`config.mk`:
```
export PLATFORM = sky130hd
export DESIGN_NAME = vrt_mul
export DESIGN_NICKNAME = d
export VERILOG_FILES = /design/src/rtl/vrt_pkg.sv /design/src/rtl/vrt_mul.sv
export SDC_FILE = /design/constraint.sdc
export NUM_CORES = 2
export LEC_CHECK = 0
export ABC_CLOCK_PERIOD_IN_PS = 8600
export BUFFER_PORTS_ARGS = -buffer_cell sky130_fd_sc_hd__buf_2
export CAP_MARGIN = 20
export CORE_ASPECT_RATIO = 0.75
export CORE_MARGIN = 2
export CORE_UTILIZATION = 30
export CTS_BUF_LIST = sky130_fd_sc_hd__clkbuf_2 sky130_fd_sc_hd__clkbuf_4 sky130_fd_sc_hd__clkbuf_8
export CTS_CLUSTER_DIAMETER = 200
export DETAILED_ROUTE_END_ITERATION = 10
export PLACE_DENSITY = 0.41
export SLEW_MARGIN = 40
export SYNTH_ARGS = -nofsm -noshare
export SYNTH_HDL_FRONTEND = slang
export SYNTH_SLANG_ARGS = --single-unit
```
`constraint.sdc`:
```
create_clock -name clk -period 8.6 [get_ports clk]
set_input_delay 0.43 -clock clk [delete_from_list [all_inputs] [get_ports clk]]
set_output_delay 0.43 -clock clk [all_outputs]
set_load 0.02 [all_outputs]
```
`src/rtl/vrt_pkg.sv`:
```
// shared types, constants and helpers of the velocity rescale thermostat
`timescale 1ns / 1ps

package vrt_pkg;

	localparam int DEF_MAX_PARTICLES = 1024;
	localparam int DEF_SPACE_DIMS    = 3;

	localparam logic [31:0] ONE_Q16       = 32'd65536;
	localparam logic [31:0] TEMP_RESET    = 32'd13107;

	localparam int MUL_W  = 33;
	localparam int PROD_W = 2 * MUL_W;
	localparam int SQ_X_W = 64;
	localparam int SQ_R_W = 32;

	localparam logic OP_ACCUMULATE = 1'b0;
	localparam logic OP_RESCALE    = 1'b1;

	localparam logic REG_TARGET_TEMP  = 1'b0;
	localparam logic REG_USE_SUPPLIED = 1'b1;

	typedef struct packed {
		logic               operation;
		logic signed [31:0] vel_x;
		logic signed [31:0] vel_y;
		logic signed [31:0] vel_z;
		logic signed [31:0] pos_x;
		logic signed [31:0] pos_y;
		logic signed [31:0] pos_z;
		logic signed [31:0] event_time;
		logic signed [31:0] now_time;
		logic               immobile;
		logic               last_item;
		logic [47:0]        supplied_energy;
	} item_t;

	typedef struct packed {
		logic signed [31:0] new_vel_x;
		logic signed [31:0] new_vel_y;
		logic signed [31:0] new_vel_z;
		logic signed [31:0] new_pos_x;
		logic signed [31:0] new_pos_y;
		logic signed [31:0] new_pos_z;
		logic signed [31:0] sync_time;
		logic [31:0]        measured_temperature;
		logic               pass_done;
		logic               divide_fault;
	} result_t;

	typedef enum logic [3:0] {
		ST_IDLE,
		ST_MUL,
		ST_ACC,
		ST_PREP,
		ST_DIV_TEMP,
		ST_DIV_FACT,
		ST_SQRT,
		ST_OUT
	} state_t;

	function automatic logic [31:0] sat_s32(input logic signed [PROD_W-1:0] x);
		if (x > $signed({{(PROD_W-31){1'b0}}, {31{1'b1}}})) begin
			return 32'h7FFF_FFFF;
		end else if (x < $signed({{(PROD_W-31){1'b1}}, {31{1'b0}}})) begin
			return 32'h8000_0000;
		end else begin
			return x[31:0];
		end
	endfunction

endpackage

```
`src/rtl/vrt_mul.sv`:
```
// shared signed multiplier with registered product
`timescale 1ns / 1ps

module vrt_mul import vrt_pkg::*; (
	input  logic                     clk,
	input  logic signed [MUL_W-1:0]  a,
	input  logic signed [MUL_W-1:0]  b,
	output logic signed [PROD_W-1:0] prod
);

	logic signed [PROD_W-1:0] prod_q;

	always_ff @(posedge clk) begin
		prod_q <= a * b;
	end

	assign prod = prod_q;

endmodule

```
==> out/summary.json <==
{
  "run_status": {
    "status": "finished clean"
  },
  "global_route": {
    "grt_total_ovfl": 0,
    "grt_pass1_vias": 30385,
    "grt_util_met2": 0.2498,
    "grt_usage": 0.2111,
    "grt.met3_usage": 0.03770,
    "grt.busiest_layer": "met1",
    "globalRouteMet1Util": 0.3816,
    "grt_start_max_net_pins": 34,
    "first_pass_grt_wire_length_um": 215200,
    "antenna_found_initial": 6
  },
  "finish": {
    "final_layout_size_suffix_gt1_frac": 0.07485,
    "syn_to_final_growth_pct": 8.548,
    "largest_register_ff_count": 66,
    "final_net_count": 5833,
    "final_design_area_no_fill_um2": 44220
  },
  "floorplan": {
    "fp.dieW_um": 429.5,
    "initial_util": 0.3011,
    "die_outline_area_um2": 138800,
    "design.portCount": 133,
    "num_rows": 117,
    "floorplan.die.height_um": 323.1,
    "design.core.area_um2": 135300
  },
  "yosys": {
    "netlist_top_cells_area": "sky130_fd_sc_hd__fa_1 56%, sky130_fd_sc_hd__inv_1 10%, sky130_fd_sc_hd__and2_1 8.6%",
    "synth-adder-area-share": 0.6294,
    "syn_avg_cell_area_um2": 9.390,
    "postSynthCellCount": 4338,
    "number_of_enable_flip_flop_cells_after_synthesis": 0,
    "dominant_combinational_cell_family_by_area_after_synthesis": "adder cells",
    "async_flop_share": 0,
    "synth_compound_area_frac": 0.04067,
    "yosys-mux-area-fraction": 0,
    "yosysMostFrequentCell": "sky130_fd_sc_hd__fa_1",
    "postSynth.topFlopCell": "sky130_fd_sc_hd__dfxtp_1",
    "synth_largest_type_area_fraction": 0.5627,
    "ys_ff_latch": 66,
    "post_synth_num_cell_types": 80,
    "post_synth_and_or_nand_nor_area_fraction": 0.1578,
    "synth.largest_area_cell": "sky130_fd_sc_hd__fa_1",
    "fraction_of_synthesized_cell_area_in_xor_and_xnor_cells": 0.01462,
    "synth_top_cells_by_count": "1145 x sky130_fd_sc_hd__fa_1, 1131 x sky130_fd_sc_hd__inv_1, 562 x sky130_fd_sc_hd__and2_1",
    "postSynthNetCount": 5767,
    "synth_seq_area_share": 0.03244,
    "area_of_the_mapped_netlist_um2": 40730,
    "yosys_warnings": 0
  },
  "setup_path": {
    "path_max_fanout": 27,
    "crit_start": "a[19]",
    "critical-path-top-delay-family": "adder cells",
    "critical_path.slowest_cell": "sky130_fd_sc_hd__buf_2",
    "critical-path-max-stage-delay_ns": 0.64,
    "criticalPathCategory": "input port to register",
    "timing.critical_path.mode_cell": "sky130_fd_sc_hd__fa_1",
    "timing.critical_path.required_ns": 8.93,
    "worst_ep_arrival_time_ns": 8.19,
    "timing.critical_path.to_type": "register",
    "path_cells": "buf_2, nand2_1, fa_1, fa_1, inv_1, fa_1, inv_1, fa_1, inv_1, fa_1, fa_1, fa_1, inv_1, fa_1, inv_1, ha_1, a21oi_1, nand2b_1, a2111oi_0, a21oi_1, a2111o_1, a21oi_1, xnor2_1",
    "worst-path-buf-inv": 6,
    "worst_setup_path_start_kind": "input port"
  },
  "clocking": {
    "cts_root_buf": "sky130_fd_sc_hd__clkbuf_8",
    "ctsLongestPathBuffers": 2,
    "clock_pin_transition_on_the_worst_setup_and_hold_timing_paths_ns": 0.09,
    "cts.repair_timing.setup_buffer_count": 0,
    "cts_tree": "built",
    "htree_levels": 3,
    "hold_buffer_count_at_cts": 0,
    "cts_repair_resize_count": 0,
    "numClockSinks": 66,
    "tritoncts_buffers": 9
  },
  "routing": {
    "final_antenna_net_count": 0,
    "total_routed_length_um": 139600,
    "drc_errors": 0,
    "routedWlPerCell_um": 22.53,
    "detailedRoute.firstIterationViolations": 2036,
    "vias": 27798,
    "drtPass1Iterations": 6,
    "viasPerCell": 4.486
  },
  "job": {
    "drv.max_cap_violation_count": 0
  },
  "timing": {
    "post-route-min-period_ns": 7.865,
    "transition_at_the_pin_with_the_smallest_max_transition_slack_ns": 0.8729,
    "setup_repair_after_global_routing_missed_its_margin": "false",
    "period_share": 0.9146,
    "slew_headroom": 0.4181,
    "finalMaxSlewViolations": 0,
    "number_of_setup_violations_in_the_final_report": 0,
    "max_clock_freq_mhz": 127.1,
    "timing.setup.tns_ns": 0,
    "timing.final.hold_violations": 0,
    "final.setup.worst_slack_ns": 0.7347
  },
  "min_path": {
    "hold_class": "input port to register",
    "hp-start": "a[0]"
  },
  "placed_design": {
    "dpl-instance-area_um2": 44000,
    "gp_routability_congestion": 0.8717,
    "place.port_buffers": 132,
    "dpl_worst_slack_ns": 0.3195,
    "dpl.hpwl_um": 119500
  }
}
-- tightest hold or removal path, cell delays in order --
cell and delay, ns:
sky130_fd_sc_hd__buf_2 0.21, sky130_fd_sc_hd__buf_4 0.26, sky130_fd_sc_hd__and2_1 0.18
-- through the flow --
step                cells  hold slack (ns)  utilization
floorplan            4338           0.5573            -
global placement     6177           0.8474       0.3253
detailed placement   6177           0.8455       0.3253
CTS                  6193           0.6638       0.3266
global route         6196           0.6747       0.3269
finish               6197           0.6984       0.3269
-- path summary, 6_finish.rpt --
check	endpoint	cells past startpoint
worst min-delay path	prod[0]$_DFF_P_	3
worst max-delay path	prod[53]$_DFF_P_	23
-- cells by family (layout without fill, tap and decap cells) --
kind of cell	count (synthesis)	count (layout)
flops	66	66
fa+ha+maj	1362	1362
other cells	0	3
simple gates	1271	1271
xor+xnor	68	68
buf+inv	1352	1423
compound gates	219	219
-- final cells by class --
class / instances / area (um^2)
Antenna cell: 3 / 7.507
Clock inverter: 7 / 51.30
Multi-Input combinational cell: 2920 / 34320
Tap cell: 1785 / 2233
Sequential cell: 66 / 1321
Timing Repair Buffer: 276 / 1917
Clock buffer: 9 / 123.9
Inverter: 1131 / 4245
Fill cell: 14312 / 91050
-- layout by cell type (no fill, tap or decap), types with 4 or more instances in the layout --
master,Yosys,layout
sky130_fd_sc_hd__a211o_1,6,6
sky130_fd_sc_hd__a211oi_1,7,7
sky130_fd_sc_hd__a21o_1,36,36
sky130_fd_sc_hd__a21oi_1,57,57
sky130_fd_sc_hd__a31oi_1,8,8
sky130_fd_sc_hd__and2_1,562,562
sky130_fd_sc_hd__and3_1,5,5
sky130_fd_sc_hd__and4_1,5,5
sky130_fd_sc_hd__buf_12,0,12
sky130_fd_sc_hd__buf_2,11,130
sky130_fd_sc_hd__buf_4,0,133
sky130_fd_sc_hd__clkbuf_8,0,9
sky130_fd_sc_hd__dfxtp_1,66,66
sky130_fd_sc_hd__fa_1,1145,1145
sky130_fd_sc_hd__ha_1,217,217
sky130_fd_sc_hd__inv_1,1131,1130
sky130_fd_sc_hd__nand2_1,551,551
sky130_fd_sc_hd__nand2b_1,12,12
sky130_fd_sc_hd__nand3_1,25,25
sky130_fd_sc_hd__nand4_1,11,11
sky130_fd_sc_hd__nor2_1,68,68
sky130_fd_sc_hd__nor2b_1,5,5
sky130_fd_sc_hd__nor3_1,7,7
sky130_fd_sc_hd__o211ai_1,4,4
sky130_fd_sc_hd__o21a_1,6,6
sky130_fd_sc_hd__o21ai_0,25,25
sky130_fd_sc_hd__o21ai_1,6,6
sky130_fd_sc_hd__o21bai_1,11,11
sky130_fd_sc_hd__xnor2_1,43,43
sky130_fd_sc_hd__xor2_1,25,25
-- layer usage --
| metal | part of all wire | vias to the layer above |
|---|---|---|
| li1 | - | 12458 |
| met1 | 0.58 | 14532 |
| met2 | 0.34 | 773 |
| met3 | 0.071 | 35 |
| met4 | 0.0057 | 0 |
| met5 | 0 | - |
Power is left out: the tool's default activity adds up to more than one toggle a clock period on the data nets, which glitch-free logic cannot reach.
