$ cat src/rtl/vrt_pkg.sv
// shared types, constants and helpers of the velocity rescale thermostat
`timescale 1ns / 1ps

package vrt_pkg;

	localparam int DEF_MAX_PARTICLES = 1024;
	localparam int DEF_SPACE_DIMS    = 3;

	localparam logic [31:0] ONE_Q16       = 32'd65536;
	localparam logic [31:0] TEMP_RESET    = 32'd13107;

	localparam int MUL_W  = 33;
	localparam int PROD_W = 2 * MUL_W;
	localparam int SQ_X_W = 64;
	localparam int SQ_R_W = 32;

	localparam logic OP_ACCUMULATE = 1'b0;
	localparam logic OP_RESCALE    = 1'b1;

	localparam logic REG_TARGET_TEMP  = 1'b0;
	localparam logic REG_USE_SUPPLIED = 1'b1;

	typedef struct packed {
		logic               operation;
		logic signed [31:0] vel_x;
		logic signed [31:0] vel_y;
		logic signed [31:0] vel_z;
		logic signed [31:0] pos_x;
		logic signed [31:0] pos_y;
		logic signed [31:0] pos_z;
		logic signed [31:0] event_time;
		logic signed [31:0] now_time;
		logic               immobile;
		logic               last_item;
		logic [47:0]        supplied_energy;
	} item_t;

	typedef struct packed {
		logic signed [31:0] new_vel_x;
		logic signed [31:0] new_vel_y;
		logic signed [31:0] new_vel_z;
		logic signed [31:0] new_pos_x;
		logic signed [31:0] new_pos_y;
		logic signed [31:0] new_pos_z;
		logic signed [31:0] sync_time;
		logic [31:0]        measured_temperature;
		logic               pass_done;
		logic               divide_fault;
	} result_t;

	typedef enum logic [3:0] {
		ST_IDLE,
		ST_MUL,
		ST_ACC,
		ST_PREP,
		ST_DIV_TEMP,
		ST_DIV_FACT,
		ST_SQRT,
		ST_OUT
	} state_t;

	function automatic logic [31:0] sat_s32(input logic signed [PROD_W-1:0] x);
		if (x > $signed({{(PROD_W-31){1'b0}}, {31{1'b1}}})) begin
			return 32'h7FFF_FFFF;
		end else if (x < $signed({{(PROD_W-31){1'b1}}, {31{1'b0}}})) begin
			return 32'h8000_0000;
		end else begin
			return x[31:0];
		end
	endfunction

endpackage

$ cat src/rtl/vrt_sqrt.sv
// digit-by-digit integer square root, two radicand bits per cycle
`timescale 1ns / 1ps

module vrt_sqrt import vrt_pkg::*; (
	input  logic              clk,
	input  logic              arst_n,
	input  logic              start,
	input  logic [SQ_X_W-1:0] x,
	output logic              done,
	output logic [SQ_R_W-1:0] root
);

	localparam int CW = $clog2(SQ_R_W);

	logic              busy_q, done_q;
	logic [CW-1:0]     cnt_q;
	logic [SQ_X_W-1:0] x_q, res_q, bit_q, trial;
	logic              ge;

	assign trial = res_q + bit_q;
	assign ge    = x_q >= trial;

	always_ff @(posedge clk or negedge arst_n) begin
		if (!arst_n) begin
			busy_q <= 1'b0;
			done_q <= 1'b0;
			cnt_q  <= '0;
		end else begin
			done_q <= 1'b0;
			if (start) begin
				busy_q <= 1'b1;
				cnt_q  <= '0;
			end else if (busy_q) begin
				if (cnt_q == CW'(SQ_R_W - 1)) begin
					busy_q <= 1'b0;
					done_q <= 1'b1;
				end
				cnt_q <= cnt_q + 1'b1;
			end
		end
	end

	always_ff @(posedge clk) begin
		if (start) begin
			x_q   <= x;
			res_q <= '0;
			bit_q <= {2'b01, {(SQ_X_W-2){1'b0}}};
		end else if (busy_q) begin
			if (ge) begin
				x_q   <= x_q - trial;
				res_q <= (res_q >> 1) + bit_q;
			end else begin
				res_q <= res_q >> 1;
			end
			bit_q <= bit_q >> 2;
		end
	end

	assign done = done_q;
	assign root = res_q[SQ_R_W-1:0];

endmodule

$ cat config.mk
export PLATFORM = sky130hd
export DESIGN_NAME = vrt_sqrt
export DESIGN_NICKNAME = d
export VERILOG_FILES = /design/src/rtl/vrt_pkg.sv /design/src/rtl/vrt_sqrt.sv
export SDC_FILE = /design/constraint.sdc
export NUM_CORES = 1
export LEC_CHECK = 0
export ABC_CLOCK_PERIOD_IN_PS = 10300
export BUFFER_PORTS_ARGS = -buffer_cell sky130_fd_sc_hd__buf_2
export CAP_MARGIN = 20
export CORE_ASPECT_RATIO = 1.1
export CORE_UTILIZATION = 57
export CTS_CLUSTER_DIAMETER = 60
export DETAILED_ROUTE_END_ITERATION = 6
export PLACE_DENSITY = 0.78
export SLEW_MARGIN = 0
export SYNTH_ARGS = -nofsm -noshare
export SYNTH_HDL_FRONTEND = slang
export SYNTH_SLANG_ARGS = --single-unit
$ cat constraint.sdc
create_clock -name clk -period 10.3 [get_ports clk]
set_clock_uncertainty 0.2 [all_clocks]
set_input_delay 0.515 -clock clk [delete_from_list [all_inputs] [get_ports clk]]
set_output_delay 0.515 -clock clk [all_outputs]
set_load 0.02 [all_outputs]
==> results.sh <==
export IMPL_whs_path_depth=3
export IMPL_wl_per_cell_um=19.6
export IMPL_fmax_ghz=0.141
export IMPL_wl_um=47500
export IMPL_synth_edf_count=64
export IMPL_outcome="finished clean"
export IMPL_cts_setup_buffers=0
export IMPL_preCtsSetupSlack_ps=3270
export IMPL_htreeDepth=4
export IMPL_cts_resized=0
export IMPL_io_pins=100
export IMPL_hold_viol_final=0
export IMPL_die_area_mm2=0.0291
export IMPL_ff2ff_path_depth=20
export IMPL_route_vias_total=16000
export IMPL_min_period_over_period_pct=68.7
export IMPL_core_mm2=0.0279
export IMPL_syn_to_final_growth_pct=5.75
export IMPL_startpoint_type="flip-flop"
export IMPL_hp_class="in -> reg"
export IMPL_p_leak_uw=0.00688
export IMPL_netlist_instances=2072
export IMPL_diodes=0
export IMPL_r2r_slack_ps=3220
export IMPL_peakVddDrop_mv=0.172
export IMPL_crit_arrival_ps=6950
export IMPL_drt_iter0_markers=1700
export IMPL_fin_nets=2248
export IMPL_clock_sinks=167
export IMPL_cts_buffers=17
export IMPL_final_cell_area_mm2=0.0171
export IMPL_overflow=0
export IMPL_seq_area_frac_synth_pct=24.8
export IMPL_route_detailed_drc=0
export IMPL_insertion_delay_ps=450
export IMPL_cts_tree="built"
export IMPL_max_slew_margin_rel_pct=38.2
export IMPL_setup_violations=0
export IMPL_pwr_density_cell_mw_per_mm2=273
export IMPL_multi_input_area_mm2=0.0112
export IMPL_grt_pass1_wl_um=76000
export IMPL_initial_core_util_pct=58.1
export IMPL_synth_cell_types=90
export IMPL_hold_ws_ps=137
export IMPL_ys_async_sr_fraction_pct=4.19
export IMPL_seqCellArea_mm2=0.00402
export IMPL_routed_via_density=6.62
export IMPL_required_ps=10170
export IMPL_timing_rr_start="res_q[2]"
export IMPL_cts_hold_buf=1
export IMPL_tightest_slew_ps=928
export IMPL_grt_max_degree=91
export IMPL_setup_ws_ps=3220
export IMPL_drtPass1Iterations=6
export IMPL_min_from="x[33]"
export IMPL_place_congestion=1.01
export IMPL_rsz0062_at_grt="false"
export IMPL_maxSlewViolCount=0
export IMPL_drive_above_1_share_pct=9.12
export IMPL_cts_max_path_buffers=2
export IMPL_cp_slowest_cell="buf_4"
export IMPL_synth_ff_type="dfxtp_1"
export IMPL_tns_ps=0
export IMPL_critPathCaptureType="flip-flop"
export IMPL_port_buffers=99
export IMPL_cts_reportedPaths_clkPinSlew_ps=70
export IMPL_yosysWarningCount=0
export IMPL_grt_pass1_vias=14500
export IMPL_final_antenna_net_count=0
export IMPL_cap_violations=0
export IMPL_synth_area_per_cell_um2=7.81
export IMPL_die_h_um=179
export IMPL_path_class="reg -> reg"
export IMPL_clock_root_buffer="clkbuf_16"
export IMPL_die_w_um=163
export IMPL_crit_chain="ha_1 -> a31oi_1 -> a2111oi_0 -> dlymetal6s2s_1 -> o21ai_0 -> nand3_1 -> a41oi_1 -> nor3_1 -> o41ai_1 -> o21ai_0 -> xnor2_1 -> ha_1 -> nand4_1 -> nand3b_1 -> nand3b_1 -> a221oi_2 -> buf_4 -> nor2_2 -> o21ai_4 -> buf_4"
export IMPL_antenna_found_initial=0
export IMPL_p_total_uw=4670
export IMPL_syn_area_mm2=0.0162
export IMPL_holdPathEnd="x_q[33]"
export IMPL_dp_hpwl_um=35400
export IMPL_placed_area_mm2=0.0165
export IMPL_cpPeakStageDelay_ps=640
export IMPL_grt_usage_pct=32.8
export IMPL_r2r_end="x_q[57]"
export IMPL_fin_crit_ps=7080
export IMPL_synth_fp_nets=2272
export IMPL_fillCellCount=2538
export IMPL_synth_seq_cells=167
export IMPL_fp_row_count=64
export IMPL_critical_path_max_fanout=64
[sequential cells by signal, summed over array words and instances, names as in the netlist]
register  count
cnt_q         5
done          1
bit_q        32
x_q          64
busy_q        1
res_q        64
[area by class of cell]
type                    count  area share, %
repair buffers            111           3.50
multi-input cells        1696           65.5
inverters                  55           1.21
flip-flops and latches    167           23.5
clock inverters            14           1.08
clock buffers              18           2.51
well taps                 363           2.66
[synthesized netlist by cell type (11+ instances only)]
master,n,area (µm²)
nand2_1,229,860
o21ai_0,197,986
nor2_1,177,664
ha_1,132,1650
a21oi_1,123,616
clkbuf_1,99,372
dfxtp_1,96,1920
xnor2_1,72,631
xor2_1,69,604
edfxtp_1,64,1920
a31oi_1,59,369
inv_1,54,203
nand3_1,53,265
nand4_1,52,325
mux2i_1,51,510
a21o_1,49,368
a211oi_1,43,323
nor3_1,37,185
buf_4,36,270
o21bai_1,28,210
o31ai_1,24,180
a311oi_1,19,166
and3_1,19,119
a221oi_1,17,149
or3_1,17,106
a31o_2,15,131
and2_1,15,93.8
o21a_1,15,113
nor4_1,12,75.1
o211ai_1,12,90.1
nor2b_1,11,68.8
[where the power goes]
part           internal [µW]  total, µW  switching (µW)
clock                    389        700             310
sequential               948       1120             176
combinational           1060       2840            1780
total                   2400       4670            2270
[critical path, delay by kind of cell, from the launching register on]
| family | cells | cell delay, ps |
|---|---|---|
| compound gates | 8 | 2490 |
| xor+xnor | 1 | 170 |
| fa+ha+maj | 2 | 790 |
| buf+inv | 3 | 1220 |
| flops | 1 | 360 |
| simple gates | 6 | 1290 |
[per-stage QoR]
stage	util (%)	std cells
2_1_floorplan	-	2072
3_3_place_gp	59.1	2390
3_5_place_dp	59.1	2390
4_1_cts	61.3	2423
5_1_grt	61.4	2424
6_report	61.4	2424
[worst max-delay path by stage]
| stage | from | to | slack, ps |
|---|---|---|---|
| after CTS | res_q[2] | x_q[49] | 3140 |
| after floorplan | res_q[4] | x_q[0] | 460 |
| after global placement | res_q[2] | x_q[50] | 3330 |
| final | res_q[2] | x_q[57] | 3220 |
| after global routing | res_q[2] | x_q[57] | 2930 |
| after detailed placement | res_q[2] | x_q[49] | 3270 |
[kinds of logic (layout without fill, tap and decap cells)]
group           Yosys count  after routing  share of synthesized area, %
xor+xnor                141            141                          7.63
simple gates            666            666                          19.2
fa+ha+maj               133            133                          10.3
buf+inv                 209            198                          5.92
flops                   167            167                          24.8
compound gates          698            698                          28.4
mux                      58             58                          3.64
[layout by cell type, fill, tap and decap left out, types with 7 or more instances in the layout]
cell type | netlist | layout
and3_1 | 19 | 19
mux2i_1 | 51 | 51
o21bai_1 | 28 | 28
nand2b_1 | 7 | 7
a21o_1 | 49 | 49
a31oi_1 | 59 | 59
a211oi_1 | 43 | 43
xor2_1 | 69 | 69
o31a_1 | 7 | 7
mux2_2 | 7 | 7
o31ai_1 | 24 | 24
a31o_2 | 15 | 15
nor4_1 | 12 | 12
clkbuf_16 | 0 | 17
and2_1 | 15 | 15
o211ai_1 | 12 | 12
a21boi_0 | 9 | 9
nand2_1 | 229 | 229
o21a_1 | 15 | 15
buf_4 | 36 | 10
dfxtp_1 | 96 | 96
a21oi_1 | 123 | 123
ha_1 | 132 | 132
edfxtp_1 | 64 | 64
nand3_1 | 53 | 53
nand4_1 | 52 | 52
a221oi_1 | 17 | 17
nor2b_1 | 11 | 11
or3_1 | 17 | 17
o21ai_0 | 197 | 196
inv_1 | 54 | 54
a41oi_1 | 8 | 8
nor2_1 | 177 | 177
xnor2_1 | 72 | 72
nor3_1 | 37 | 37
a311oi_1 | 19 | 19
buf_2 | 9 | 98
[routing by layer]
layer	global-route usage, %	share of wire [%]	routed length, µm
met5	0	0	0
met1	45.2	45	21200
met3	5.27	8.4	3980
met2	50.7	43	20500
met4	14.3	4.0	1910
No activity file was read; power rests on OpenSTA's default activity.
