### src/rtl/vrt_pkg.sv
// shared types, constants and helpers of the velocity rescale thermostat
`timescale 1ns / 1ps

package vrt_pkg;

	localparam int DEF_MAX_PARTICLES = 1024;
	localparam int DEF_SPACE_DIMS    = 3;

	localparam logic [31:0] ONE_Q16       = 32'd65536;
	localparam logic [31:0] TEMP_RESET    = 32'd13107;

	localparam int MUL_W  = 33;
	localparam int PROD_W = 2 * MUL_W;
	localparam int SQ_X_W = 64;
	localparam int SQ_R_W = 32;

	localparam logic OP_ACCUMULATE = 1'b0;
	localparam logic OP_RESCALE    = 1'b1;

	localparam logic REG_TARGET_TEMP  = 1'b0;
	localparam logic REG_USE_SUPPLIED = 1'b1;

	typedef struct packed {
		logic               operation;
		logic signed [31:0] vel_x;
		logic signed [31:0] vel_y;
		logic signed [31:0] vel_z;
		logic signed [31:0] pos_x;
		logic signed [31:0] pos_y;
		logic signed [31:0] pos_z;
		logic signed [31:0] event_time;
		logic signed [31:0] now_time;
		logic               immobile;
		logic               last_item;
		logic [47:0]        supplied_energy;
	} item_t;

	typedef struct packed {
		logic signed [31:0] new_vel_x;
		logic signed [31:0] new_vel_y;
		logic signed [31:0] new_vel_z;
		logic signed [31:0] new_pos_x;
		logic signed [31:0] new_pos_y;
		logic signed [31:0] new_pos_z;
		logic signed [31:0] sync_time;
		logic [31:0]        measured_temperature;
		logic               pass_done;
		logic               divide_fault;
	} result_t;

	typedef enum logic [3:0] {
		ST_IDLE,
		ST_MUL,
		ST_ACC,
		ST_PREP,
		ST_DIV_TEMP,
		ST_DIV_FACT,
		ST_SQRT,
		ST_OUT
	} state_t;

	function automatic logic [31:0] sat_s32(input logic signed [PROD_W-1:0] x);
		if (x > $signed({{(PROD_W-31){1'b0}}, {31{1'b1}}})) begin
			return 32'h7FFF_FFFF;
		end else if (x < $signed({{(PROD_W-31){1'b1}}, {31{1'b0}}})) begin
			return 32'h8000_0000;
		end else begin
			return x[31:0];
		end
	endfunction

endpackage

### src/rtl/vrt_div.sv
// restoring divider, one quotient bit per cycle
`timescale 1ns / 1ps

module vrt_div import vrt_pkg::*; #(
	parameter int NUM_W = 76,
	parameter int DEN_W = 64
) (
	input  logic             clk,
	input  logic             arst_n,
	input  logic             start,
	input  logic [NUM_W-1:0] num,
	input  logic [DEN_W-1:0] den,
	output logic             done,
	output logic [NUM_W-1:0] quot
);

	localparam int CW = $clog2(NUM_W + 1);

	logic             busy_q, done_q;
	logic [CW-1:0]    cnt_q;
	logic [DEN_W-1:0] rem_q, den_q;
	logic [NUM_W-1:0] quo_q;
	logic [DEN_W:0]   r2, diff;
	logic             ge;

	// partial remainder with next numerator bit
	assign r2   = {rem_q, quo_q[NUM_W-1]};
	assign diff = r2 - {1'b0, den_q};
	assign ge   = r2 >= {1'b0, den_q};

	always_ff @(posedge clk or negedge arst_n) begin
		if (!arst_n) begin
			busy_q <= 1'b0;
			done_q <= 1'b0;
			cnt_q  <= '0;
		end else begin
			done_q <= 1'b0;
			if (start) begin
				busy_q <= 1'b1;
				cnt_q  <= '0;
			end else if (busy_q) begin
				if (cnt_q == CW'(NUM_W - 1)) begin
					busy_q <= 1'b0;
					done_q <= 1'b1;
				end
				cnt_q <= cnt_q + 1'b1;
			end
		end
	end

	always_ff @(posedge clk) begin
		if (start) begin
			rem_q <= '0;
			den_q <= den;
			quo_q <= num;
		end else if (busy_q) begin
			rem_q <= ge ? diff[DEN_W-1:0] : r2[DEN_W-1:0];
			quo_q <= {quo_q[NUM_W-2:0], ge};
		end
	end

	assign done = done_q;
	assign quot = quo_q;

endmodule

### config.mk
export PLATFORM = sky130hd
export DESIGN_NAME = vrt_div
export DESIGN_NICKNAME = d
export VERILOG_FILES = /design/src/rtl/vrt_pkg.sv /design/src/rtl/vrt_div.sv
export SDC_FILE = /design/constraint.sdc
export NUM_CORES = 1
export LEC_CHECK = 0
export ABC_AREA = 1
export BUFFER_PORTS_ARGS = -buffer_cell sky130_fd_sc_hd__buf_2
export CORE_ASPECT_RATIO = 1.5
export CORE_MARGIN = 2
export CORE_UTILIZATION = 63
export CTS_CLUSTER_SIZE = 24
export DETAILED_ROUTE_END_ITERATION = 10
export MAX_ROUTING_LAYER = met4
export PLACE_DENSITY_LB_ADDON = 0.2
export SLEW_MARGIN = 0
export SYNTH_ARGS = -nofsm -noshare
export SYNTH_HDL_FRONTEND = slang
export SYNTH_SLANG_ARGS = --single-unit
### constraint.sdc
create_clock -name clk -period 11.1 [get_ports clk]
set_clock_uncertainty 0.1 [all_clocks]
set_input_delay 0.555 -clock clk [delete_from_list [all_inputs] [get_ports clk]]
set_output_delay 0.555 -clock clk [all_outputs]
set_load 0.005 [all_outputs]
==> reports/summary.txt <==
==================================================================================================
Count of input and output buffers                                                              219
Final net count                                                                              2,592
End of the worst register-to-register path                                                rem_q[3]
Final sum of negative setup slack                                                             0 ps
Minimum setup slack after placement                                                        6970 ps
Number of sinks on the clock net                                                               213
Routed wire length                                                                       42,200 um
Number of H-tree levels                                                                          1
Share of the yosys chip area belonging to registers                                          38.8%
Final cell count without fillers                                                             2,678
Final Critical Period                                                                      4170 ps
Relative slew slack                                                                          36.6%
Placed cell count                                                                            2,639
Clock transition time at the flip-flop clock pins of the worst setup and hold paths          70 ps
Final setup violating endpoints                                                                  0
Clock group share of total power                                                             18.5%
Critical hold path startpoint                                                              den[49]
Synth Register Bits                                                                            213
Worst ir drop on vdd                                                                      0.169 mV
Power per cell area                                                                    236 nW/um^2
Combinational Power Share                                                                    53.1%
Vias in the first global route                                                              14,200
DRC                                                                                              0
Placer's final routability congestion estimate                                                1.12
Synth async-reset ratio                                                                      4.23%
Slew Limit Fails                                                                                 0
Maximum fanout along the worst path                                                             66
Global-route wire length before repair                                                   67,000 um
Net switching share of the total power                                                       44.9%
Switching power                                                                            1760 uW
Netlist cell types                                                                              37
Cell-by-cell listing of the critical path                                             inv_1, ha_1, nand2_1, nor2_1, nand3_1, nand3_2, nand2_1, nand2_2, nand2_1, nand2_2, nand3_4, nand2_4, nand2_1, nand3_1, o21ai_0
Area occupied by multi-input gates                                                       7120 um^2
Detail Route Antenna Nets                                                                        0
Critical-path top delay cell                                                          sky130_fd_sc_hd__nand2_4
Cell type group with the largest total delay on the critical path                     simple AND/OR/NAND/NOR gates
Number of buffers and inverters on the critical path                                             1
Post-place instance area                                                               15,900 um^2
Slack of the worst reg-to-reg path                                                         6930 ps
Kind of critical path                                                                 register to register
Depth of the most critical reg-to-reg path                                                      15
Number of CTS-inserted buffers                                                                  21
Hold Crit Class                                                                       primary input to register
Routed len/inst                                                                            15.8 um
Overall via count from detail_route                                                         14,100
Status                                                                                finished, final reports clean
Crit path top cell by count                                                           sky130_fd_sc_hd__nand2_1
Ant diodes                                                                                       0
Syn_area_per_cell                                                                        6.74 um^2
Number of antenna violations at the first check in global routing                                0
Global Route Usage Sum                                                                       35.7%
F_max                                                                                      240 MHz
Clock tree from TritonCTS                                                                    built
Internal power summed over all cells                                                       2160 uW
Net count after synthesis                                                                    2,393
Number of enable flip-flop cells after synthesis                                               140
Slew at the pin closest to its max-slew limit                                               952 ps
Mapped Cells                                                                                 2,184
Hold Fails Final Rpt                                                                             0
Crit path capture type                                                                    register
Endpoint, Worst Hold                                                                     den_q[49]
Core region area                                                                       23,000 um^2
Vias per cell                                                                                 5.27
Endpoint required time on the critical path                                              11,390 ps
Largest net degree at the start of global routing                                               86
Critical path's largest stage delay                                                         970 ps
Die width                                                                                   129 um
Max-capacitance violation count                                                                  0
Startpoint of the worst-slack reg-to-reg timing path                                      den_q[2]
Register area                                                                            5710 um^2
Synthesis-to-finish area growth                                                              12.8%
Share of total power in sequential cells                                                     28.4%
Fill cell instance count of the final layout                                                 1,952
Primary FF master, synth                                                              sky130_fd_sc_hd__edfxtp_1
Critical path data arrival time                                                            4470 ps
Initial Util                                                                                 64.1%
Post-route cell area                                                                   16,600 um^2
Y dimension of the die                                                                      191 um
Final Cycle Share                                                                            37.6%
Total number of placement rows                                                                  68
Iteration count of the initial detailed-routing pass                                             5
Minimum setup slack in the final design                                                    6930 ps
Yosys warning count                                                                              0
Critical path launch point type                                                           register
Die area                                                                               24,600 um^2
Leak                                                                                    0.00929 uW
Buffer cell driving the clock tree root                                               sky130_fd_sc_hd__clkbuf_16
Skew-Pair Late Insertion Delay                                                              530 ps
Starting DRT DRC Count                                                                         862
I/O pin total                                                                                  220
Post-CTS Repair Setup Buffers                                                                    0
Fraction of layout cells with a size suffix above 1                                          12.7%
Unrepaired setup endpoints after global routing                                                 no
Worst hold path stage count                                                                      1
Cell Area, Synth                                                                       14,700 um^2
Overall overflow remaining after global route                                                    0
Number of buffers on the longest clock path                                                      3
Half-perimeter wire length of the detailed placement result                              32,500 um
==================================================================================================
[per-stage QoR]
| step | hold WS, ps | utilization [%] | power, uW |
|---|---|---|---|
| after global routing | 93.2 | 72.3 | 4210 |
| after detailed placement | 323 | 69.3 | 3160 |
| after global placement | 316 | 69.3 | 3110 |
| after CTS | 91.6 | 72.3 | 3900 |
| final | 101 | 72.3 | 3920 |
| after floorplan | 159 | - | 2660 |
[synth_stat cells (6+ instances only)]
cell type	count	area (um^2)
sky130_fd_sc_hd__inv_1	416	1560
sky130_fd_sc_hd__nand3_1	121	606
sky130_fd_sc_hd__xnor2_1	35	307
sky130_fd_sc_hd__clkbuf_1	23	86.3
sky130_fd_sc_hd__nand3_2	15	150
sky130_fd_sc_hd__nand4_1	12	75.1
sky130_fd_sc_hd__nand2_2	9	56.3
sky130_fd_sc_hd__o21ai_0	30	150
sky130_fd_sc_hd__buf_2	11	55.1
sky130_fd_sc_hd__nor2_1	133	499
sky130_fd_sc_hd__ha_1	65	813
sky130_fd_sc_hd__nand2_1	929	3490
sky130_fd_sc_hd__buf_6	11	124
sky130_fd_sc_hd__a21oi_1	50	250
sky130_fd_sc_hd__edfxtp_1	140	4200
sky130_fd_sc_hd__o21ai_1	17	85.1
sky130_fd_sc_hd__dfxtp_1	64	1280
sky130_fd_sc_hd__nor3_1	7	35.0
sky130_fd_sc_hd__nand3b_1	44	330
sky130_fd_sc_hd__o21bai_1	6	45.0
sky130_fd_sc_hd__dfrtp_1	9	225
sky130_fd_sc_hd__nor2_2	6	37.5
[cells by family after synthesis]
family                     count (synthesis)  share of synthesized area (%)
AOI/OAI and AO/OA                        106                           3.75
buffers and inverters                    473                           12.9
adders and majority gates                 66                           5.66
xor gates and xnor gates                  38                           2.26
DFF                                      213                           38.8
and+or+nand+nor                         1288                           36.7
[how the worst max path moves through the flow]
stage	start	endpoint	slack, ps	cells after the start
final	den_q[2]	rem_q[3]	6930	15
after global routing	den_q[2]	rem_q[3]	6570	15
after CTS	den_q[2]	rem_q[60]	6940	15
after detailed placement	den_q[2]	rem_q[21]	6970	15
after global placement	den_q[2]	rem_q[4]	7070	15
after floorplan	start	quot[0]	7280	4
[registers in the layout, indices dropped and copies added, names as in the netlist]
name and cells:
den_q 64, quot 76, rem_q 64, busy_q 1
cnt_q 7, done 1
[layout by cell type, fill, tap and decap left out, drive strengths merged, types with 5 or more instances in the layout]
cell type | Yosys | routed
o21ai | 47 | 47
nor2 | 144 | 144
dfrtp | 9 | 9
o21bai | 6 | 6
buf | 28 | 226
ha | 65 | 65
nor3 | 8 | 8
inv | 421 | 422
edfxtp | 140 | 140
xnor2 | 35 | 35
dfxtp | 64 | 64
a21oi | 50 | 50
nand4 | 12 | 12
nand3 | 137 | 137
nand2 | 939 | 939
nand3b | 44 | 44
clkinv | 1 | 5
clkbuf | 23 | 29
[final cells by class]
| cell class | count | area share, % |
|---|---|---|
| clock buffer | 29 | 3.46 |
| clock inverter | 9 | 0.648 |
| tap | 280 | 2.11 |
| inverter | 422 | 9.55 |
| timing repair buffer | 227 | 6.99 |
| sequential | 213 | 34.4 |
| multi-input combinational | 1498 | 42.9 |
[timing repair]
action | in CTS | in global routing
resized for setup | 0 | 0
hold buffers | 1 | 0
endpoints found under the hold margin | 9 | 0
[routing by layer]
layer	GRT usage (%)	wire length (um)	share of wire, %	vias up
li1	-	-	-	7063
met1	35.5	15000	35	6294
met2	63.0	21200	50	563
met3	4.93	2550	6.0	184
met4	26.3	3500	8.3	0
met5	-	0	0	-
[power groups by stage]
stage	Sequential (uW)	Combinational, uW	Clock (uW)
finish	1110	2080	726
CTS	1110	2050	736
floorplan	1100	1560	0
global route	1130	2320	759
global placement	1120	1990	0
detailed placement	1120	2040	0
Power figures use the tool's default switching activity.
